`src/hw/rtl/assert_macros.svh`:
```
// ----------------------------------------------------------------------------
// assert_macros.svh
// concurrent assertion helpers shared by the rtl
// ----------------------------------------------------------------------------
`ifndef ASSERT_MACROS_SVH
`define ASSERT_MACROS_SVH

// clocked assertion with asynchronous active-low reset
`define ASSERT_CLK_RST(label, clk, rst_n, prop) \
  label: assert property (@(posedge clk) disable iff (!rst_n) (prop)) \
    else $error("assertion failed");

// same check with the project clock and reset names
`define ASSERT_DEF(label, prop) \
  `ASSERT_CLK_RST(label, clk_i, rst_ni, prop)

`endif

```
`src/hw/rtl/nns_pkg.sv`:
```
// ----------------------------------------------------------------------------
// nns_pkg
// shared types and constants of the nearest neighbor image scaler
// ----------------------------------------------------------------------------
package nns_pkg;

  // fixed field widths
  localparam int unsigned PIX_W     = 8;
  localparam int unsigned CFG_W     = 12;
  localparam int unsigned CFG_IDX_W = 2;
  localparam int unsigned REPL_W    = 4;
  // copy counts, wide enough for the largest copy limit
  localparam int unsigned CNT_W     = 7;

  // configuration register indexes
  localparam logic [CFG_IDX_W-1:0] CFG_SCALE  = 2'd0;
  localparam logic [CFG_IDX_W-1:0] CFG_WIDTH  = 2'd1;
  localparam logic [CFG_IDX_W-1:0] CFG_HEIGHT = 2'd2;

  // input modes
  localparam logic MODE_PIXEL  = 1'b0;
  localparam logic MODE_REPLAY = 1'b1;

  typedef struct packed {
    logic [PIX_W-1:0] red;
    logic [PIX_W-1:0] green;
    logic [PIX_W-1:0] blue;
  } pixel_t;

  // one expanded output pixel run
  typedef struct packed {
    logic              use_mem;
    pixel_t            pix;
    logic [CNT_W-1:0]  copies;
    logic              last_col;
    logic [REPL_W-1:0] replays;
    logic              last_pix;
  } job_t;

endpackage

```
`src/hw/rtl/nns_ctrl.sv`:
```
// ----------------------------------------------------------------------------
// nns_ctrl
// configuration registers, image position and per-request copy counts
// ----------------------------------------------------------------------------
module nns_ctrl #(
  parameter int unsigned MAX_WIDTH       = 2048,
  parameter int unsigned MAX_HEIGHT      = 2048,
  parameter int unsigned SCALE_FRAC_BITS = 8,
  parameter int unsigned MAX_COPIES      = 16,
  parameter int unsigned AW              = 11
) (
  input  logic                                 clk_i,
  input  logic                                 rst_ni,
  input  logic                                 cfg_valid_i,
  input  logic [nns_pkg::CFG_IDX_W-1:0]        cfg_index_i,
  input  logic [nns_pkg::CFG_W-1:0]            cfg_data_i,
  input  logic                                 accept_i,
  input  logic                                 mode_i,
  input  nns_pkg::pixel_t                      pix_i,
  output logic                                 job_valid_o,
  output nns_pkg::job_t                        job_o,
  output logic                                 wr_en_o,
  output logic [AW-1:0]                        wr_addr_o,
  output logic [AW-1:0]                        rd_addr_o
);
  import nns_pkg::*;

  localparam int unsigned CW = $clog2(MAX_WIDTH + 1);
  localparam int unsigned RW = $clog2(MAX_HEIGHT + 1);
  localparam int unsigned XW = ((CW > RW) ? CW : RW) > CFG_W ? ((CW > RW) ? CW : RW) : CFG_W;
  localparam int unsigned PW = ((CW > RW) ? CW : RW) + CFG_W + 1;
  localparam logic [PW-1:0] HALF = PW'(1) << (SCALE_FRAC_BITS - 1);

  // configuration
  logic [CFG_W-1:0] scale_q, width_q, height_q;
  // position state
  logic [CW-1:0]    src_col_q, src_col_d;
  logic [PW-1:0]    col_prod_q, col_prod_d;
  logic [RW-1:0]    src_row_q, src_row_d;
  logic [PW-1:0]    row_prod_q, row_prod_d;
  logic [CW-1:0]    rep_col_q, rep_col_d;
  logic [PW-1:0]    rep_prod_q, rep_prod_d;
  logic [CNT_W-1:0] rtr_q, rtr_d;

  logic [CW-1:0]    w_eff;
  logic [RW-1:0]    h_eff;
  logic [CW-1:0]    col_c;
  logic [PW-1:0]    col_p;
  logic [RW-1:0]    row_c;
  logic [PW-1:0]    row_p;
  logic [CNT_W-1:0] rows, copies, rep_copies;
  logic             last_c, last_r;

  // distance between rounded edges at base and base plus one step
  function automatic logic [CNT_W-1:0] span_f(input logic [PW-1:0] base,
                                              input logic [CFG_W-1:0] sf);
    logic [PW-1:0] lo;
    logic [PW-1:0] hi;
    logic [PW-1:0] diff;
    lo   = (base + HALF) >> SCALE_FRAC_BITS;
    hi   = (base + PW'(sf) + HALF) >> SCALE_FRAC_BITS;
    diff = hi - lo;
    return (diff > PW'(MAX_COPIES)) ? CNT_W'(MAX_COPIES) : diff[CNT_W-1:0];
  endfunction

  // effective dimensions, zero counts as one, saturate at the limits
  always_comb begin
    if (width_q == '0) begin
      w_eff = CW'(1);
    end else if (XW'(width_q) > XW'(MAX_WIDTH)) begin
      w_eff = CW'(MAX_WIDTH);
    end else begin
      w_eff = CW'(width_q);
    end
    if (height_q == '0) begin
      h_eff = RW'(1);
    end else if (XW'(height_q) > XW'(MAX_HEIGHT)) begin
      h_eff = RW'(MAX_HEIGHT);
    end else begin
      h_eff = RW'(height_q);
    end
  end

  // position after the new image and new row wraps
  always_comb begin
    row_c = src_row_q;
    row_p = row_prod_q;
    col_c = src_col_q;
    col_p = col_prod_q;
    if (src_row_q >= h_eff) begin
      row_c = '0;
      row_p = '0;
      col_c = '0;
      col_p = '0;
    end
    if (col_c >= w_eff) begin
      col_c = '0;
      col_p = '0;
    end
  end

  assign rows       = span_f(row_p, scale_q);
  assign copies     = span_f(col_p, scale_q);
  assign rep_copies = span_f(rep_prod_q, scale_q);
  assign last_c     = (col_c == w_eff - CW'(1));
  assign last_r     = (rep_col_q == w_eff - CW'(1));

  // next state and job for the accepted request
  always_comb begin
    src_col_d   = src_col_q;
    col_prod_d  = col_prod_q;
    src_row_d   = src_row_q;
    row_prod_d  = row_prod_q;
    rep_col_d   = rep_col_q;
    rep_prod_d  = rep_prod_q;
    rtr_d       = rtr_q;
    job_valid_o = 1'b0;
    job_o       = '0;
    job_o.pix   = pix_i;
    wr_en_o     = 1'b0;
    wr_addr_o   = col_c[AW-1:0];
    rd_addr_o   = rep_col_q[AW-1:0];
    if (accept_i && mode_i == MODE_PIXEL) begin
      wr_en_o         = 1'b1;
      job_valid_o     = (rows != '0) && (copies != '0);
      job_o.use_mem   = 1'b0;
      job_o.copies    = copies;
      job_o.last_col  = last_c;
      job_o.replays   = REPL_W'(rows - CNT_W'(1));
      job_o.last_pix  = last_c && (row_c == h_eff - RW'(1)) && (rows == CNT_W'(1));
      rtr_d           = '0;
      rep_col_d       = '0;
      rep_prod_d      = '0;
      if (last_c) begin
        rtr_d      = (rows != '0) ? rows - CNT_W'(1) : '0;
        src_col_d  = '0;
        col_prod_d = '0;
        src_row_d  = row_c + RW'(1);
        row_prod_d = row_p + PW'(scale_q);
      end else begin
        src_col_d  = col_c + CW'(1);
        col_prod_d = col_p + PW'(scale_q);
        src_row_d  = row_c;
        row_prod_d = row_p;
      end
    end else if (accept_i && rtr_q != '0) begin
      if (rep_col_q >= w_eff) begin
        rep_col_d  = '0;
        rep_prod_d = '0;
        rtr_d      = '0;
      end else begin
        job_valid_o    = (rep_copies != '0);
        job_o.use_mem  = 1'b1;
        job_o.copies   = rep_copies;
        job_o.last_col = last_r;
        job_o.replays  = REPL_W'(rtr_q - CNT_W'(1));
        job_o.last_pix = last_r && (rtr_q == CNT_W'(1)) && (src_row_q >= h_eff);
        if (last_r) begin
          rtr_d      = rtr_q - CNT_W'(1);
          rep_col_d  = '0;
          rep_prod_d = '0;
        end else begin
          rep_col_d  = rep_col_q + CW'(1);
          rep_prod_d = rep_prod_q + PW'(scale_q);
        end
      end
    end
  end

  // state registers, a configuration write restarts the image
  always_ff @(posedge clk_i or negedge rst_ni) begin
    if (!rst_ni) begin
      scale_q    <= CFG_W'(256);
      width_q    <= CFG_W'(1);
      height_q   <= CFG_W'(1);
      src_col_q  <= '0;
      col_prod_q <= '0;
      src_row_q  <= '0;
      row_prod_q <= '0;
      rep_col_q  <= '0;
      rep_prod_q <= '0;
      rtr_q      <= '0;
    end else if (cfg_valid_i) begin
      unique case (cfg_index_i)
        CFG_SCALE:  scale_q  <= cfg_data_i;
        CFG_WIDTH:  width_q  <= cfg_data_i;
        CFG_HEIGHT: height_q <= cfg_data_i;
        default: ;
      endcase
      if (cfg_index_i == CFG_SCALE || cfg_index_i == CFG_WIDTH ||
          cfg_index_i == CFG_HEIGHT) begin
        src_col_q  <= '0;
        col_prod_q <= '0;
        src_row_q  <= '0;
        row_prod_q <= '0;
        rep_col_q  <= '0;
        rep_prod_q <= '0;
        rtr_q      <= '0;
      end
    end else begin
      src_col_q  <= src_col_d;
      col_prod_q <= col_prod_d;
      src_row_q  <= src_row_d;
      row_prod_q <= row_prod_d;
      rep_col_q  <= rep_col_d;
      rep_prod_q <= rep_prod_d;
      rtr_q      <= rtr_d;
    end
  end

endmodule

```
`config.mk`:
```
export PLATFORM = sky130hd
export DESIGN_NAME = nns_ctrl
export DESIGN_NICKNAME = d
export VERILOG_FILES = /design/src/hw/rtl/assert_macros.svh /design/src/hw/rtl/nns_pkg.sv /design/src/hw/rtl/nns_ctrl.sv
export SDC_FILE = /design/constraint.sdc
export NUM_CORES = 1
export LEC_CHECK = 0
export BUFFER_PORTS_ARGS = -buffer_cell sky130_fd_sc_hd__clkbuf_2
export CAP_MARGIN = 5
export CORE_ASPECT_RATIO = 0.7
export CORE_MARGIN = 2
export CORE_UTILIZATION = 30
export CTS_CLUSTER_SIZE = 10
export DETAILED_ROUTE_END_ITERATION = 12
export PLACE_DENSITY = 0.55
export SKIP_LAST_GASP = 1
export SLEW_MARGIN = 25
export SYNTH_ARGS = -nofsm -noshare
export SYNTH_HDL_FRONTEND = slang
export SYNTH_SLANG_ARGS = --single-unit
```
`constraint.sdc`:
```
create_clock -name clk_i -period 29.5 [get_ports clk_i]
set_clock_uncertainty 0.05 [all_clocks]
set_input_delay 5.9 -clock clk_i [delete_from_list [all_inputs] [get_ports clk_i]]
set_output_delay 5.9 -clock clk_i [all_outputs]
set_load 0.1 [all_outputs]
```
## After elaboration in Yosys (flattened, before gate mapping)

Index checks and enable logic that the tools add are counted.
W data, S select, Z words.

- Register bits after elaboration: 154
- Latch bits: 0
- RAM bits: 0
- Memory bits (read-only): 0
- Input port bits: 43
- Output and inout port bits: 62
- Word-level logic and storage cells: 126
- Memories: 0

- Add/sub/neg operators: 19
- $mul: 0
- Divide/modulo/power cells: 0
- $lt $le $gt $ge: 8
- Equal/unequal tests: 8
- Shift operators: 0
- Mux-type cells: 55
- Bitwise logic cells: 1
- Reductions and logical operators: 25

Operator list:

| kind | number |
|---|---|
| $mux W25 | 15 |
| $mux W12 | 19 |
| $add A25 B8 Y25 const B | 6 |
| $mux W7 | 11 |
| $add A25 B12 Y25 | 3 |
| $gt A25 B5 Y1 const B | 3 |
| $sub A17 B17 Y18 | 3 |
| $mux W13 | 3 |
| $add A12 B1 Y12 const B | 3 |
| $eq A12 B12 Y1 | 3 |
| $ge A12 B12 Y1 | 3 |
| $reduce_bool A7 Y1 | 4 |
| $gt A12 B12 Y1 const B | 2 |
| $logic_not A12 Y1 | 2 |
| $sub A12 B1 Y12 const B | 2 |
| $eq A7 B1 Y1 const B | 2 |
| $sub A7 B1 Y7 const B | 2 |
| $reduce_and A2 Y1 | 5 |
| $logic_and A1 B1 Y1 | 7 |
| $mux W1 | 7 |
| $reduce_bool A4 Y1 | 1 |
| $reduce_and A3 Y1 | 1 |
| $reduce_bool A3 Y1 | 1 |
| $eq A2 B1 Y1 const B | 1 |
| other kinds (6) | 7 |

## Longest topological paths before layout

- Word-level depth: 15
- Gate-level depth with buffers: 46
- Mapped depth without buffers: 41

## Worst setup path before layout

No wires, ideal clock.

- Kind: reg2out
- From: reg height_q[7]
- To: out job_o[7] in the netlist's numbering
- Data arrival time: 11,369 ps
- Required time: 23,550 ps
- Setup slack: 12,181 ps
- Cell stages (with the launch flop): 43
- Buffers on the path: 6
- Cells stage by stage: dfrtp_1 or4_1 nor4_1 a21oi_1 nor2_1 ha_1 nor2b_1 o21ai_1 a221oi_1 o21a_1 buf_2 clkbuf_1 clkbuf_1 clkbuf_1 and2_1 ha_1 a211oi_1 o21ai_0 [... 7 more ...] nor3_1 o311ai_0 a22oi_1 xnor2_1 nor4_1 and3_1 nand2_1 xnor2_1 ha_1 a21oi_1 o21ai_0 a211o_1 o21ai_0 o2111ai_1 a21boi_0 nor4b_1 nand2_1 o2bb2ai_1

RTL lines:

| what | line | text |
|---|---|---|
| from (decl) | nns_ctrl.sv:35 | `logic [CFG_W-1:0] scale_q, width_q, height_q;` |
| from (signal assigned) | nns_ctrl.sv:187 | `CFG_HEIGHT: height_q <= cfg_data_i;` |
| to (decl) | nns_ctrl.sv:21 | `output nns_pkg::job_t job_o,` |

## Final worst setup path

- From: reg height_q[7]
- To: out job_valid_o

- Longest elaborated chain between the ends: 15
- Elaborated cells between the ends (all ways): 26
- Those cells by class: add/sub (8); order compare (5); mux (9); reduce/logical (4)

Ends and longest elaborated chain:

| what | line | text |
|---|---|---|
| $gt A12 B12 Y1 | nns_ctrl.sv:77 | `end else if (XW'(height_q) > XW'(MAX_HEIGHT)) begin` |
| $mux W12 | nns_ctrl.sv:77 |  |
| $mux W12 * | nns_ctrl.sv:75 | `if (height_q == '0) begin` |
| $ge A12 B12 Y1 * | nns_ctrl.sv:90 | `if (src_row_q >= h_eff) begin` |
| $mux W12 | nns_ctrl.sv:90 |  |
| $ge A12 B12 Y1 | nns_ctrl.sv:96 | `if (col_c >= w_eff) begin` |
| $mux W25 | nns_ctrl.sv:96 |  |
| $add A25 B12 Y25 | nns_ctrl.sv:61 | `hi = (base + PW'(sf) + HALF) >> SCALE_FRAC_BITS;` |
| $add A25 B8 Y25 | nns_ctrl.sv:61 |  |
| $sub A17 B17 Y18 | nns_ctrl.sv:62 | `diff = hi - lo;` |
| $gt A25 B5 Y1 | nns_ctrl.sv:63 | `return (diff > PW'(MAX_COPIES)) ? CNT_W'(MAX_COPIES) : diff[CNT_W-1:0];` |
| $mux W7 | nns_ctrl.sv:63 |  |
| $reduce_bool A7 Y1 | nns_ctrl.sv:125 | `job_valid_o = (rows != '0) && (copies != '0);` |
| $logic_and A1 B1 Y1 * | nns_ctrl.sv:125 |  |
| $mux W1 * | nns_ctrl.sv:123 | `if (accept_i && mode_i == MODE_PIXEL) begin` |
| to (decl) | nns_ctrl.sv:20 | `output logic job_valid_o,` |

Mark *: on every way between the ends. The rest lies on a longest branch, timed or not.

==> flow_metrics.py <==
metrics = {
    "power": {
        "p_per_area_nw_per_um2": 70.9,
        "power_mw": 1.38,
        "peakVddDrop_uv": 67.8,
        "p_leak_nw": 8.06,
    },
    "drt": {
        "drc": 0,
        "routed-via-count": 17811,
        "routed_via_density": 5.80,
        "ant_nets": 0,
        "dr.pass1.iters": 8,
        "first_iter_violations": 1674,
        "wire_per_inst_um": 20.1,
        "wirelength_mm": 61.6,
    },
    "worst_hold_path": {
        "worstHoldPathType": "flip-flop to flip-flop",
        "worstHoldStart": "col_prod_q[3]",
    },
    "placed_design": {
        "place_inst": 3037,
        "io_buffer_count": 54,
        "dp_slack_ns": 11.53,
        "place.gp.congestion": 0.918,
        "post-dp-hpwl_mm": 47.0,
    },
    "cells_and_area": {
        "diodes": 0,
        "layout_commonest_cell": "nand2_1",
        "seqCellArea_um2": 3860,
        "drive_above_1_share_pct": 8.80,
        "area.growth.synth_to_final_pct": 7.41,
        "nFillCells": 6402,
        "final_core_util_pct": 32.6,
        "instances_no_fill": 3069,
        "final_cell_mix": "nand2_1, nor2_1, dfrtp_1",
        "multi_input_area_um2": 13300,
        "nets": 2436,
    },
    "grt": {
        "use_met2_pct": 26.7,
        "use_met3_pct": 5.25,
        "track_usage_pct": 19.4,
        "top_usage_layer": "met1",
        "grt_pass1_wl_mm": 97.0,
        "grt_start_max_net_pins": 92,
        "grt_pass1_vias": 16871,
        "antenna_found_initial": 0,
        "grt-ovfl-total": 0,
        "met1_usage_pct": 29.5,
    },
    "die": {
        "die_area_um2": 62600,
        "io_pins": 105,
        "start_util_pct": 30.4,
        "num_rows": 75,
        "die_x_um": 298,
        "die_y_um": 210,
        "core_area_um2": 59900,
    },
    "cts": {
        "insertion_delay_ns": 0.46,
        "hold_buffers": 0,
        "clk_pin_slew_ns": 0.08,
        "cts-htree-levels": 4,
        "cts_setup_buffers": 0,
        "cts_made_buffers": 17,
        "postCtsResizedCells": 0,
        "clockBufferDepth": 2,
        "cts-root-buf": "clkbuf_16",
        "cts.sinks": 154,
        "cts_tree": "done",
    },
    "critical_path": {
        "critPathMaxFanout": 36,
        "cpPeakStageDelay_ns": 1.04,
        "critPathBufInv": 2,
        "arrival_ns": 12.91,
        "crit_required_ns": 23.55,
        "critical_path.slowest_cell": "nor4b_2",
        "path_common_cell": "ha_1",
        "start_kind": "flip-flop",
        "setup.worst_path.start": "height_q[7]",
        "crit_type": "flip-flop to primary output",
        "r2r-start": "height_q[7]",
        "critical_path.endpoint_type": "primary output",
        "crit_family": "compound AO/OA/AOI/OAI gates",
    },
    "timing": {
        "relSlewSlack_pct": 18.5,
        "worst_slew_pin_slew_ns": 1.22,
        "min_period_ns": 18.86,
        "finalSetupViolCount": 0,
        "hold_viol": 0,
        "worst_slack_ns": 10.64,
        "report.final.slew_viol_count": 0,
        "final.period_utilization_pct": 63.9,
        "rsz0062_at_grt": "no",
        "fmax_ghz": 0.0530,
        "final.setup.tns_ns": 0,
    },
    "synthesis": {
        "ys_top_cells_by_area": "dfrtp_1, ha_1, xnor2_1, nand2_1, nor2_1",
        "syn-mean-instance-area_um2": 7.83,
        "syn-cell-area_um2": 18200,
        "syn_inst": 2320,
        "synth-edff-count": 0,
        "synth_largest_area_cell": "dfrtp_1",
        "ys_seq_elements": 154,
        "synthFlopType": "dfrtp_1",
        "synth_cell_type_count": 94,
        "yosysWarnings": 0,
        "seq_area_frac_synth_pct": 21.2,
        "netlist.area_leader.share_pct": 20.8,
        "async_reset_ff_share_pct": 100,
    },
    "flow_run": {
        "maxCapViolCount": 0,
    },
    "status": {
        "outcome": "finished, final reports clean",
    },
}
[routing by layer]
layer,routed length [µm],part of all wire [%],up-vias
li1,-,-,8418
met1,30600,50,8678
met2,24300,39,649
met3,5630,9.1,66
met4,1050,1.7,0
met5,0,0,-
[power breakdown]
part / total (mW) / internal, mW / switching (mW)
Clock: 0.246 / 0.125 / 0.121
Sequential: 0.274 / 0.233 / 0.0419
Combinational: 0.864 / 0.323 / 0.541
[Yosys cell counts, types with 12 or more instances]
cell	n
nor2_1	190
a21oi_1	107
nor4b_1	12
or2_2	13
o211ai_1	27
inv_1	75
a22o_1	32
ha_1	139
buf_4	38
and3_1	43
a21o_1	35
a211oi_1	32
o21ai_0	122
buf_2	21
nor3_1	72
o22ai_1	14
or3_1	26
mux2i_1	17
nand4_1	43
xor2_1	68
and2_1	29
o31ai_1	30
o21a_1	22
nand3_1	87
nor3b_1	14
xnor2_1	127
nor2b_1	21
nand2_1	225
nor4_1	26
dfrtp_1	151
mux2_2	41
a31oi_1	15
nand2b_1	39
o2111ai_1	16
clkbuf_1	94
[registers in the layout, indices dropped and copies added, names as in the netlist]
register,cells
rep_prod_q,25
width_q,12
src_col_q,12
height_q,12
col_prod_q,25
rep_col_q,12
row_prod_q,25
src_row_q,12
scale_q,12
rtr_q,7
[worst min-delay path, stage by stage, from the launching register on]
cell and delay, ns:
dfrtp_1 0.34, nand2_1 0.04, o21ai_0 0.06
[logic make-up after synthesis]
kind of cell / Yosys count / share of synthesized area (%)
xor+xnor: 195 / 9.40
other cells: 1 / 0.0206
mux: 58 / 3.48
buf+inv: 242 / 6.01
compound gates: 624 / 24.3
simple gates: 901 / 25.3
flops: 154 / 21.2
fa+ha+maj: 145 / 10.2
[path summary, 6_finish.rpt]
kind	end	slack, ns	cells after the start
worst max register to register	rtr_q[2]	18.25	40
min in group asynchronous	rep_prod_q[24]	5.41	1
max in group asynchronous	col_prod_q[20]	22.41	2
worst min register to register	col_prod_q[3]	0.43	2
worst min-delay path	col_prod_q[3]	0.43	2
worst max-delay path	job_valid_o	10.64	38
[stage by stage]
step                hold slack, ns  instance area (µm²)
global route                 0.453                19500
detailed placement           0.418                18900
floorplan                    0.392                18200
finish                       0.435                19500
global placement             0.409                18900
CTS                          0.433                19500
[area by class of cell]
class / count / area share [%]
Timing Repair Buffer: 73 / 2.15
Clock inverter: 15 / 1.12
Sequential cell: 154 / 19.8
Clock buffer: 17 / 2.18
Tap cell: 808 / 5.18
Multi-Input combinational cell: 1925 / 68.1
Inverter: 77 / 1.48
Power figures use the tool's default switching activity.
