==> config.mk <==
export PLATFORM = sky130hd
export DESIGN_NAME = nns_emit
export DESIGN_NICKNAME = d
export VERILOG_FILES = /design/src/hw/rtl/assert_macros.svh /design/src/hw/rtl/nns_pkg.sv /design/src/hw/rtl/nns_emit.sv
export SDC_FILE = /design/constraint.sdc
export NUM_CORES = 1
export LEC_CHECK = 0
export BUFFER_PORTS_ARGS = -buffer_cell sky130_fd_sc_hd__clkbuf_2
export CAP_MARGIN = 5
export CELL_PAD_IN_SITES_DETAIL_PLACEMENT = 0
export CELL_PAD_IN_SITES_GLOBAL_PLACEMENT = 1
export CORE_ASPECT_RATIO = 1.2
export CORE_MARGIN = 4
export CORE_UTILIZATION = 30
export CTS_CLUSTER_DIAMETER = 120
export DETAILED_ROUTE_END_ITERATION = 12
export PLACE_DENSITY = 0.72
export SLEW_MARGIN = 20
export SYNTH_ARGS = -nofsm -noshare
export SYNTH_HDL_FRONTEND = slang
export SYNTH_SLANG_ARGS = --single-unit
==> constraint.sdc <==
create_clock -name clk_i -period 3 [get_ports clk_i]
set_input_delay 0.6 -clock clk_i [delete_from_list [all_inputs] [get_ports clk_i]]
set_output_delay 0.6 -clock clk_i [all_outputs]
set_load 0.1 [all_outputs]
==> src/hw/rtl/assert_macros.svh <==
// ----------------------------------------------------------------------------
// assert_macros.svh
// concurrent assertion helpers shared by the rtl
// ----------------------------------------------------------------------------
`ifndef ASSERT_MACROS_SVH
`define ASSERT_MACROS_SVH

// clocked assertion with asynchronous active-low reset
`define ASSERT_CLK_RST(label, clk, rst_n, prop) \
  label: assert property (@(posedge clk) disable iff (!rst_n) (prop)) \
    else $error("assertion failed");

// same check with the project clock and reset names
`define ASSERT_DEF(label, prop) \
  `ASSERT_CLK_RST(label, clk_i, rst_ni, prop)

`endif

==> src/hw/rtl/nns_pkg.sv <==
// ----------------------------------------------------------------------------
// nns_pkg
// shared types and constants of the nearest neighbor image scaler
// ----------------------------------------------------------------------------
package nns_pkg;

  // fixed field widths
  localparam int unsigned PIX_W     = 8;
  localparam int unsigned CFG_W     = 12;
  localparam int unsigned CFG_IDX_W = 2;
  localparam int unsigned REPL_W    = 4;
  // copy counts, wide enough for the largest copy limit
  localparam int unsigned CNT_W     = 7;

  // configuration register indexes
  localparam logic [CFG_IDX_W-1:0] CFG_SCALE  = 2'd0;
  localparam logic [CFG_IDX_W-1:0] CFG_WIDTH  = 2'd1;
  localparam logic [CFG_IDX_W-1:0] CFG_HEIGHT = 2'd2;

  // input modes
  localparam logic MODE_PIXEL  = 1'b0;
  localparam logic MODE_REPLAY = 1'b1;

  typedef struct packed {
    logic [PIX_W-1:0] red;
    logic [PIX_W-1:0] green;
    logic [PIX_W-1:0] blue;
  } pixel_t;

  // one expanded output pixel run
  typedef struct packed {
    logic              use_mem;
    pixel_t            pix;
    logic [CNT_W-1:0]  copies;
    logic              last_col;
    logic [REPL_W-1:0] replays;
    logic              last_pix;
  } job_t;

endpackage

==> src/hw/rtl/nns_emit.sv <==
// ----------------------------------------------------------------------------
// nns_emit
// job stage aligned with the buffer read, then the copy emitter
// ----------------------------------------------------------------------------
module nns_emit (
  input  logic                           clk_i,
  input  logic                           rst_ni,
  input  logic                           job_valid_i,
  input  nns_pkg::job_t                  job_i,
  input  nns_pkg::pixel_t                rd_data_i,
  output logic                           stall_o,
  output logic                           out_valid_o,
  input  logic                           out_stall_i,
  output nns_pkg::pixel_t                pix_o,
  output logic                           end_of_row_o,
  output logic [nns_pkg::REPL_W-1:0]     replays_left_o,
  output logic                           end_of_image_o
);
  import nns_pkg::*;

  logic              b_valid_q;
  job_t              b_job_q;
  pixel_t            b_pix;
  logic              load;
  logic [CNT_W-1:0]  cnt_q;
  pixel_t            pix_q;
  logic              last_col_q;
  logic              last_pix_q;
  logic [REPL_W-1:0] replays_q;

  // replayed pixels come from the buffer read issued with the job
  assign b_pix = b_job_q.use_mem ? rd_data_i : b_job_q.pix;

  // take the next job when idle or when the last copy leaves
  assign load    = b_valid_q && ((cnt_q == '0) ||
                   (cnt_q == CNT_W'(1) && !out_stall_i));
  assign stall_o = b_valid_q && !load;

  // job stage
  always_ff @(posedge clk_i or negedge rst_ni) begin
    if (!rst_ni) begin
      b_valid_q <= 1'b0;
    end else if (!b_valid_q || load) begin
      b_valid_q <= job_valid_i;
    end
  end

  always_ff @(posedge clk_i) begin
    if (job_valid_i && (!b_valid_q || load)) begin
      b_job_q <= job_i;
    end
  end

  // copy counter
  always_ff @(posedge clk_i or negedge rst_ni) begin
    if (!rst_ni) begin
      cnt_q <= '0;
    end else if (load) begin
      cnt_q <= b_job_q.copies;
    end else if (cnt_q != '0 && !out_stall_i) begin
      cnt_q <= cnt_q - CNT_W'(1);
    end
  end

  // output payload
  always_ff @(posedge clk_i) begin
    if (load) begin
      pix_q      <= b_pix;
      last_col_q <= b_job_q.last_col;
      last_pix_q <= b_job_q.last_pix;
      replays_q  <= b_job_q.replays;
    end
  end

  assign out_valid_o    = (cnt_q != '0);
  assign pix_o          = pix_q;
  assign end_of_row_o   = last_col_q && (cnt_q == CNT_W'(1));
  assign end_of_image_o = last_pix_q && (cnt_q == CNT_W'(1));
  assign replays_left_o = replays_q;

endmodule

**After elaboration in Yosys (flattened, before gate mapping)**

Cells that the tools add are included.

- Add/sub/neg operators: 1
- Equal/unequal tests: 1
- Multiplexer cells: 3
- Reductions and logical operators: 15

Operator list:

| operator | number |
|---|---|
| 2-to-1 mux 24 bit | 1 |
| 2-to-1 mux 7 bit | 2 |
| == test 7 x 1 -> 1 bit, second input constant | 1 |
| logical AND 1 bit | 7 |
| logical NOT 7 bit | 1 |
| nonzero test 7 bit | 1 |
| subtractor 7 x 1 -> 7 bit, second input constant | 1 |
| logical NOT 1 bit | 3 |
| logical OR 1 bit | 2 |
| nonzero test 2 bit | 1 |

- Flip-flop bits (word level): 76
- Bits of input ports: 66

**Longest topological paths before layout**

Gate-level depths: netlist of run 1.

- Depth after elaboration: 6
- Gate-level depth with buffers: 7

**Least setup slack after synthesis of run 1**

No wires, ideal clock.

- Kind: register to register
- Start: reg cnt_q[2]
- End: reg b_job_q[0] in the netlist's numbering, enable pin
- Arrival time: 1.988 ns
- Required time: 2.601 ns
- Setup slack: 0.613 ns
- Stages on the path, launching flop included: 5
- Buffers on the path: 0
- Cells stage by stage: dfrtp_1 nor4_4 o211ai_1 nand2_1 and2_1

- Longest elaborated chain between the ends: 6
- Elaborated cells between the ends (all ways): 7
- Those cells by class: eq/ne: 1; reduce/logical: 6

RTL lines:

| element | RTL line | source |
|---|---|---|
| start, declared | nns_emit.sv:25 | `logic [CNT_W-1:0] cnt_q;` |
| start signal, assigned | nns_emit.sv:59 | `cnt_q <= b_job_q.copies;` |
| start signal, assigned | nns_emit.sv:61 | `cnt_q <= cnt_q - CNT_W'(1);` |
| == test 7 x 1 -> 1 bit | nns_emit.sv:36 | `(cnt_q == CNT_W'(1) && !out_stall_i));` |
| logical AND 1 bit | nns_emit.sv:36 |  |
| logical OR 1 bit * | nns_emit.sv:35 | `assign load = b_valid_q && ((cnt_q == '0) \|\|` |
| logical AND 1 bit * | nns_emit.sv:35 |  |
| logical OR 1 bit * | nns_emit.sv:49 | `if (job_valid_i && (!b_valid_q \|\| load)) begin` |
| logical AND 1 bit * | nns_emit.sv:49 |  |
| end signal, assigned | nns_emit.sv:50 | `b_job_q <= job_i;` |
| end, declared | nns_emit.sv:22 | `job_t b_job_q;` |

Every way passes the cells marked *; elsewhere a longest branch is shown, timed or not.
A chain may end at the register's enable or synchronous reset.

**Worst setup path after layout of run 1**

- Start: reg cnt_q[2]
- End: out end_of_image_o

- Longest elaborated chain between the ends: 2

RTL lines:

| element | RTL line | source |
|---|---|---|
| == test 7 x 1 -> 1 bit | nns_emit.sv:78 | `assign end_of_image_o = last_pix_q && (cnt_q == CNT_W'(1));` |
| logical AND 1 bit | nns_emit.sv:78 |  |
| end, declared | nns_emit.sv:17 | `output logic end_of_image_o` |

No other way between the ends.

==> results of run 1 <==
## power groups by stage
stage / Clock [mW] / Combinational, mW / Sequential, mW
global route: 0.998 / 0.201 / 1.24
finish: 0.908 / 0.174 / 1.23
CTS: 0.941 / 0.177 / 1.23
global placement: 0 / 0.172 / 1.25
detailed placement: 0 / 0.176 / 1.25
floorplan: 0 / 0.108 / 1.24
## routing by layer
| metal | up-vias | GRT usage [%] |
|---|---|---|
| met4 | 0 | 5.817 |
| li1 | 834 | - |
| met3 | 6 | 4.094 |
| met2 | 65 | 16.30 |
| met5 | - | 0 |
| met1 | 815 | 12.63 |
## worst max-delay path: cells and delay by family, from the launching register on
family,cells,cell delay (ns)
flops,1,0.44
buf+inv,1,0.45
simple gates,3,0.78
## per-stage QoR
stage | setup WS (ns) | hold slack, ns | instances | power (mW) | cell area (um2)
2_1_floorplan | 0.6133 | 0.3044 | 158 | 1.352 | 2917
3_3_place_gp | 0.7651 | 0.4022 | 377 | 1.420 | 3576
3_5_place_dp | 0.7461 | 0.4045 | 377 | 1.428 | 3576
4_1_cts | 0.3904 | 0.1121 | 392 | 2.349 | 3826
5_1_grt | 0.3054 | 0.1136 | 392 | 2.435 | 3826
6_report | 0.4164 | 0.1268 | 392 | 2.312 | 3826
## worst max path at each step
stage                            to  cells past startpoint
6_report             end_of_image_o                      4
5_1_grt              end_of_image_o                      4
4_1_cts              end_of_image_o                      4
3_5_place_dp         end_of_image_o                      4
3_3_place_gp         end_of_image_o                      4
2_1_floorplan  b_job_q[0]$_DFFE_PP_                      4
## layout make-up
class,instances,area (um2)
fillers,892,5689
flip-flops and latches,76,2242
multi-input cells,68,620.6
repair buffers,100,520.5
clock buffers,11,232.7
well taps,123,153.9
inverters,10,38.79
clock inverters,4,17.52
## registers in the layout, indices dropped and copies added (netlist names)
name and count:
replays_left_o 4, pix_o 24, cnt_q 7, last_pix_q 1
b_valid_q 1, b_job_q 38, last_col_q 1
## Yosys cell counts (all sizes together) (2+ instances only)
| master | n |
|---|---|
| edfxtp | 68 |
| mux2 | 24 |
| inv | 9 |
| dfrtp | 8 |
| a22oi | 5 |
| nand2 | 5 |
| o221ai | 5 |
| and3 | 4 |
| o21ai | 4 |
| clkbuf | 3 |
| ha | 3 |
| and2 | 2 |
| mux2i | 2 |
| nor2b | 2 |
| o2bb2ai | 2 |
## kinds of logic after synthesis
family,share of synthesized area (%)
flops,76.88
fa+ha+maj,1.287
simple gates,3.818
buf+inv,1.887
mux,9.953
compound gates,6.178
==> metrics.md, run 1 <==
| Metric | Value |
|---|---|
| Number of core rows | `39` |
| Pwr dens | `approximately 600 nW/um2` |
| Worst-path cell chain | `nor4_4 -> and2_1 -> and3_1 -> clkbuf_2` |
| Post-route ant nets | `0` |
| Fin Setup TNS | `0 ns` |
| RSZ-0062 raised after global routing | `false` |
| CP Launch Type | `flip-flop` |
| Clk slew on worst S/H paths | `about 0.050 ns` |
| Combinational Power Share | `under 10%` |
| Post-synth top area share | `roughly 70%` |
| Clk pwr share | `around two fifths` |
| FF-to-FF setup slack | `0.81 ns` |
| Clock Path Buffers | `2` |
| Share of cells above drive strength 1 | `52.42%` |
| Grt total ovfl | `0` |
| Ys Warns | `0` |
| Worst-path maximum fanout | `5` |
| Post-layout util | `between 40% and 50%` |
| CTS Sinks | `76` |
| Die X | `98.01 um` |
| CP max stage delay | `between 0.4 and 0.5 ns` |
| CTS H-tree depth | `3` |
| I/O pin count | `about 100` |
| Largest cells by area after synthesis | `edfxtp_1, mux2_2, dfrtp_1` |
| Vias in the first global route | `about 1800` |
| DR pass1 iterations | `4` |
| Vias | `about 1700` |
| Routed WL per cell | `approximately 15 um` |
| Data required time of the worst path | `2.40 ns` |
| Max-slew headroom | `around 63%` |
| Post-DP HPWL | `around 4300 um` |
| Synthesized cell area | `slightly below 3000 um2` |
| Ys flop type | `edfxtp_1` |
| Peak VDD IR | `between 0.0004 and 0.0005 V` |
| FF-to-FF Start | `cnt_q[0]$_DFFE_PN0P_` |
| Min cycle time layout | `roughly 2.6 ns` |
| Largest net degree at the start of global routing | `25` |
| Synth Register Bits | `between 70 and 80` |
| # Post-CTS Setup Buffers | `0` |
| DIE AREA | `11370 um2` |
| Outcome | `complete, no violations` |
| Starting density of the core | `a little under a third` |
| CTS resizes | `0` |
| Reg2reg path depth | `5` |
| HP Class | `in -> async` |
| Mapped Avg Cell Area | `around 18 um2` |
| Synth async-reset ratio | `a little over a tenth` |
| Fmax | `~390 MHz` |
| Final Cycle Share | `between 80% and 90%` |
| CP startpoint | `cnt_q[2]$_DFFE_PN0P_` |
| GRT Total Usage | `a little over a tenth` |
| Total leakage power | `roughly 1.5 nW` |
| DRC violations left | `0` |
| Most common cell after layout, fill and taps aside | `clkbuf_2` |
| Worst Clk Skew | `slightly below 0.005 ns` |
| Mapped Nets | `around 230` |
| Gp weighted congestion | `approximately 0.80` |
| Commonest cells after routing, fill and taps aside | `clkbuf_2, edfxtp_1, mux2_2` |
| Internal | `between 1.5 and 2 mW` |
| Unique masters post-synth | `29` |
| TritonCTS clock tree | `yes` |
| M1 WL | `2421 um` |
| Total CTS buffers | `9` |
| Fin nets | `about 330` |
| Switching Share | `between 20% and 30%` |
| Seq pwr share | `around 53%` |
| Critical Path AT | `just under 2 ns` |
| Clock Latency Late Sink | `0.32 ns` |
| Mapped Cells | `between 150 and 200` |
| Die Height | `between 100 and 150 um` |
| Sequential fraction of the synthesis area | `roughly three quarters` |
| Input/output buffers | `97` |
| Clock root cell | `clkbuf_16` |
| Net Switching | `around 0.49 mW` |
| Endpoints failing setup | `0` |
| Initial antenna violation count | `0` |
| Metal3 WL | `roughly 490 um` |
| Max_cap viols | `0` |
| Global-route wire length before repair | `9004 um` |
| Top sig layer | `met4` |
| Final Hold Vio Count | `0` |
| Via/cell ratio | `~4.4` |
| Worst r2r dst | `replays_left_o[0]$_DFFE_PP_` |
| Initial DRC count | `~60` |
| CTS Hold Bufs | `0` |
| Met2 routed WL | `approximately 2700 um` |
| Core footprint | `approximately 9500 um2` |
| EDFF count, synth | `slightly below 70` |
| Least-Margin Pin Slew | `0.5649 ns` |
| Area leader, netlist | `edfxtp_1` |
| Slew Limit Fails | `0` |
| CP max stage cell | `clkbuf_2` |
| Area Growth Syn to Fin | `31.19%` |
| Crit Path Category | `reg -> out` |
| Drt total wl | `about 5800 um` |
| N_diodes | `0` |
| Element type at the critical path end | `primary output` |
Power figures use the tool's default switching activity.
==> run 2, diff against run 1 <==
Settings changed: BUFFER_PORTS_ARGS -buffer_cell sky130_fd_sc_hd__clkbuf_2 to -buffer_cell sky130_fd_sc_hd__buf_2, PLACE_DENSITY 0.72 to default, PLACE_DENSITY_LB_ADDON from default to 0.12, SKIP_LAST_GASP from default to 1.
==> run 2 against run 1 <==
Register-to-register slack got worse by 0.07 ns; via count grew 0.12%; final area increased by 1.6%; first-iteration DRC count is 34% higher; count of clock-buffer cells in the layout fell by 1; maximum frequency is 0.51% higher; sequential power barely moved; largest power group unchanged; highest routed layer unchanged.
==> metrics.md, run 2 (same netlist as run 1, synthesis figures left out) <==
| Metric | Value |
|---|---|
| Outcome | `complete, no violations` |
| Placed Area | `roughly 3600 um2` |
| Gp weighted congestion | `a little over 0.7` |
| Filler Cell Count | `940` |
| Fin nets | `~340` |
| Element type at the critical path end | `primary output` |
| Most common cell after layout, fill and taps aside | `buf_2` |
| Input/output buffers | `97` |
| Vias | `1722` |
| Placed cell count | `~380` |
| Data required time of the worst path | `2.40 ns` |
| Pwr dens | `about 650 nW/um2` |
| Largest net degree at the start of global routing | `23` |
| Die Height | `approximately 120 um` |
| N_diodes | `0` |
| # Post-CTS Setup Buffers | `0` |
| Slew Limit Fails | `0` |
| Overall power | `between 2 and 3 mW` |
| Biggest register | `b_job_q` |
| Storage element area | `2242 um2` |
| Drt total wl | `6337 um` |
| Initial antenna violation count | `0` |
| Crit Path Category | `reg -> out` |
| Starting density of the core | `between 30 and 40%` |
| Clock Latency Late Sink | `around 0.33 ns` |
| Final cell count without fillers | `394` |
| Least-Margin Pin Slew | `just over 0.5 ns` |
| CP Launch Type | `flip-flop` |
| Final Hold Vio Count | `0` |
| Max FFs per register | `38` |
| Fin Setup TNS | `0 ns` |
| Share of cells above drive strength 1 | `a little over half` |
| DRC violations left | `0` |
| Clk pwr share | `between 40% and 50%` |
| Hold WS | `around 0.12 ns` |
| Clock Path Buffers | `2` |
| Combinational Power Share | `around 7%` |
| Global-route wire length before repair | `between 9000 and 10000 um` |
| Routed WL per cell | `16.08 um` |
| CTS H-tree depth | `3` |
| RSZ-0062 raised after global routing | `false` |
| I/O pin count | `98` |
| Min cycle time layout | `between 2 and 3 ns` |
| Worst Clk Skew | `~0.0056 ns` |
| Cell area after layout | `3887 um2` |
| Grt total ovfl | `0` |
| Post-DP HPWL | `about 4500 um` |
| Die X | `slightly below 100 um` |
| Worst-path cell chain | `nor4_4 -> and2_1 -> and3_1 -> buf_2` |
| TritonCTS clock tree | `yes` |
| Commonest cells after routing, fill and taps aside | `buf_2, edfxtp_1, mux2_2` |
| Clock root cell | `clkbuf_16` |
| Final Cycle Share | `a little under nine tenths` |
| Worst path bufs/invs | `1` |
| Clk slew on worst S/H paths | `0.06 ns` |
| Delay-heaviest family, CP | `simple AND/OR/NAND/NOR gates` |
| Seq pwr share | `around half` |
| Final WS setup | `0.4296 ns` |
| DIE AREA | `11370 um2` |
| Vias in the first global route | `~1800` |
| Max_cap viols | `0` |
| Critical Path AT | `a little under 2 ns` |
| Post-layout util | `roughly two fifths` |
| Net Switching | `0.5366 mW` |
| Number of core rows | `39` |
| Pre-CTS setup slack | `about 0.68 ns` |
| CP max stage delay | `~0.44 ns` |
| Internal | `between 2 and 2.5 mW` |
| Worst-path maximum fanout | `5` |
| Switching Share | `roughly a fifth` |
| Post-route ant nets | `0` |
| Fmax | `a little under 400 MHz` |
| Total CTS buffers | `9` |
| Via/cell ratio | `4.371` |
| Multi-input combinational cell area | `slightly above 600 um2` |
| Core footprint | `9515 um2` |
| CTS resizes | `0` |
| Endpoints failing setup | `0` |
| Max-slew headroom | `between 60% and 70%` |
| CP max stage cell | `dfrtp_1` |
| DR pass1 iterations | `4` |
| Peak VDD IR | `approximately 0.00033 V` |
| HP Class | `in -> async` |
| GRT Total Usage | `a little under an eighth` |
| CTS Hold Bufs | `0` |
| Area Growth Syn to Fin | `33.29%` |
| Initial DRC count | `82` |
| CTS Sinks | `76` |
| Total leakage power | `about 1.5 nW` |
run 2: path summary, 6_finish.rpt:
path	slack, ns	start	to	cells past startpoint
max	0.43	cnt_q[2]$_DFFE_PN0P_	end_of_row_o	4
min	0.12	rst_ni	cnt_q[3]$_DFFE_PN0P_	1
max reg2reg	0.74	cnt_q[0]$_DFFE_PN0P_	pix_o[6]$_DFFE_PP_	5
min reg2reg	0.42	b_job_q[3]$_DFFE_PP_	replays_left_o[2]$_DFFE_PP_	0
max in group asynchronous	2.70	rst_ni	b_valid_q$_DFFE_PN0P_	1
min in group clk_i	0.42	b_job_q[3]$_DFFE_PP_	replays_left_o[2]$_DFFE_PP_	0
run 2: power by group through the flow:
stage | Clock, mW | Sequential [mW] | Combinational [mW]
finish | 1.13 | 1.23 | 0.177
global placement | 0 | 1.25 | 0.179
floorplan | 0 | 1.24 | 0.108
global route | 1.21 | 1.23 | 0.204
detailed placement | 0 | 1.25 | 0.179
CTS | 1.17 | 1.23 | 0.180
run 2: layout make-up:
class	count	share of cell area (%)
Clock inverter	6	2.253
Tap cell	123	3.959
Clock buffer	10	5.890
Timing Repair Buffer	101	13.26
Inverter	10	0.9977
Multi-Input combinational cell	68	15.96
Sequential cell	76	57.68
run 2: routing by layer:
metal / share of wire (%) / wire (um) / up-vias / track usage, %
met1: 41 / 2568 / 826 / 12.95
met5: 0 / 0 / - / 0
met4: 1.3 / 85 / 0 / 4.986
li1: - / - / 835 / -
met3: 7.2 / 457 / 7 / 5.057
met2: 51 / 3226 / 54 / 18.66
==> run 3, diff against run 2 <==
Settings changed: CORE_MARGIN 4 to 2, CORE_UTILIZATION 30 to 25.
==> run 3 against run 2 <==
Final area barely moved; final cell count increased by 8.4%; non-clock buffer count shrank 1; routed wire length up 1.9%; register-to-register slack got worse by 0.05 ns; largest power group unchanged; flip-flop and latch count unchanged.
==> metrics.md, run 3 (same netlist as run 1, synthesis figures left out) <==
| Metric | Value |
|---|---|
| Critical Path AT | `around 2.0 ns` |
| Initial antenna violation count | `0` |
| CTS H-tree depth | `3` |
| # Post-CTS Setup Buffers | `0` |
| Data required time of the worst path | `approximately 2.4 ns` |
| Gp weighted congestion | `0.6997` |
| Worst r2r dst | `cnt_q[0]$_DFFE_PN0P_` |
| Crit Path Category | `reg -> out` |
| Most common cell after layout, fill and taps aside | `buf_2` |
| Fmax | `between 300 and 400 MHz` |
| Input/output buffers | `97` |
| Post-route ant nets | `0` |
| Element type at the critical path end | `primary output` |
| Commonest cells after routing, fill and taps aside | `buf_2, edfxtp_1, mux2_2` |
| Met2 Use GR | `a little under a fifth` |
| Biggest register | `b_job_q` |
| Storage element area | `2242 um2` |
| Grt total ovfl | `0` |
| FF-to-FF Start | `cnt_q[0]$_DFFE_PN0P_` |
| N_diodes | `0` |
| DIE AREA | `approximately 13000 um2` |
| Placed Area | `3631 um2` |
| Fin Setup TNS | `0 ns` |
| Endpoints failing setup | `0` |
| Final Cycle Share | `roughly 86%` |
| Post-layout util | `33.96%` |
| Min cycle time layout | `roughly 2.6 ns` |
| Multi-input combinational cell area | `620.6 um2` |
| Pwr dens | `between 600 and 700 nW/um2` |
| Share of cells above drive strength 1 | `a little over half` |
| Clock Latency Late Sink | `roughly 0.32 ns` |
| TritonCTS clock tree | `yes` |
| Least-Margin Pin Slew | `0.6189 ns` |
| Max-slew headroom | `approximately three fifths` |
| CTS Hold Bufs | `0` |
| Largest net degree at the start of global routing | `39` |
| Die Height | `approximately 120 um` |
| Max_cap viols | `0` |
| Number of core rows | `43` |
| Worst Clk Skew | `roughly 0.005 ns` |
| FF-to-FF setup slack | `slightly below 0.7 ns` |
| Slew Limit Fails | `0` |
| Drt total wl | `around 6500 um` |
| CP Launch Type | `flip-flop` |
| Total leakage power | `1.503 nW` |
| Reg2reg path depth | `5` |
| DRC violations left | `0` |
| RSZ-0062 raised after global routing | `false` |
| Filler Cell Count | `about 1100` |
| Peak VDD IR | `0.0002453 V` |
| Clock root cell | `clkbuf_16` |
| Area Growth Syn to Fin | `33.42%` |
| Clock Path Buffers | `2` |
| Via/cell ratio | `roughly 4.1` |
| Routed WL per cell | `between 15 and 20 um` |
| Post-DP HPWL | `approximately 4500 um` |
| Worst-path maximum fanout | `5` |
| Vias | `around 1800` |
| Die X | `around 100 um` |
| Core footprint | `11460 um2` |
| DR pass1 iterations | `4` |
| Final Hold Vio Count | `0` |
| Global-route wire length before repair | `9804 um` |
| Total CTS buffers | `9` |
| Outcome | `complete, no violations` |
| Initial DRC count | `63` |
| Clk slew on worst S/H paths | `~0.06 ns` |
| Cell area after layout | `3891 um2` |
| Max FFs per register | `38` |
| I/O pin count | `98` |
| CTS Sinks | `76` |
| HP Class | `in -> async` |
| Met3 global-route usage | `under 10%` |
| CTS resizes | `0` |
| GRT Total Usage | `between 10% and 20%` |
| Fin nets | `between 300 and 400` |
| Grt met1 use | `11.98%` |
| Starting density of the core | `roughly 25%` |
| Vias in the first global route | `~1900` |
| GRT Max-Usage Layer | `met2` |
| Overall power | `between 2 and 2.5 mW` |
==> run 3: per-layer routing <==
layer  vias to the layer above  part of all wire, %
met1                       855                   38
met2                        57                   53
li1                        839                    -
met3                         7                  8.0
met5                         -                    0
met4                         0                  1.3
==> run 3: layout make-up <==
type                    count  area share, %
well taps                 157          5.048
flip-flops and latches     76          57.62
inverters                  10         0.9968
clock buffers              10          5.884
clock inverters             6         0.8039
multi-input cells          68          15.95
repair buffers            100          13.70
==> run 3: power by group <==
group	internal, mW	switching, mW	leakage (nW)
Clock	0.551	0.399	0.131
Sequential	1.18	0.0464	0.694
Combinational	0.0918	0.0851	0.678
Total	1.83	0.531	1.50
==> run 3: critical path: stages (launching register included) <==
cell	delay, ns
dfrtp_1	0.45
nor4_4	0.45
and2_1	0.20
and3_1	0.15
buf_2	0.42
==> run 3: worst max-delay path by stage <==
stage                     slack, ns                   end  cells past startpoint                  from
after floorplan                0.61  b_job_q[0]$_DFFE_PP_                      4  cnt_q[2]$_DFFE_PN0P_
after global placement         0.70  cnt_q[0]$_DFFE_PN0P_                      5  cnt_q[0]$_DFFE_PN0P_
after detailed placement       0.65  cnt_q[0]$_DFFE_PN0P_                      5  cnt_q[0]$_DFFE_PN0P_
after CTS                      0.38          end_of_row_o                      4  cnt_q[2]$_DFFE_PN0P_
after global routing           0.31        end_of_image_o                      4  cnt_q[2]$_DFFE_PN0P_
final                          0.41          end_of_row_o                      4  cnt_q[2]$_DFFE_PN0P_
==> run 3: through the flow <==
stage / hold slack [ns] / std cells / setup WS (ns)
CTS: 0.1074 / 427 / 0.3767
detailed placement: 0.4074 / 411 / 0.6515
floorplan: 0.3044 / 158 / 0.6133
global placement: 0.4013 / 411 / 0.6951
finish: 0.1108 / 427 / 0.4091
global route: 0.1072 / 427 / 0.3080
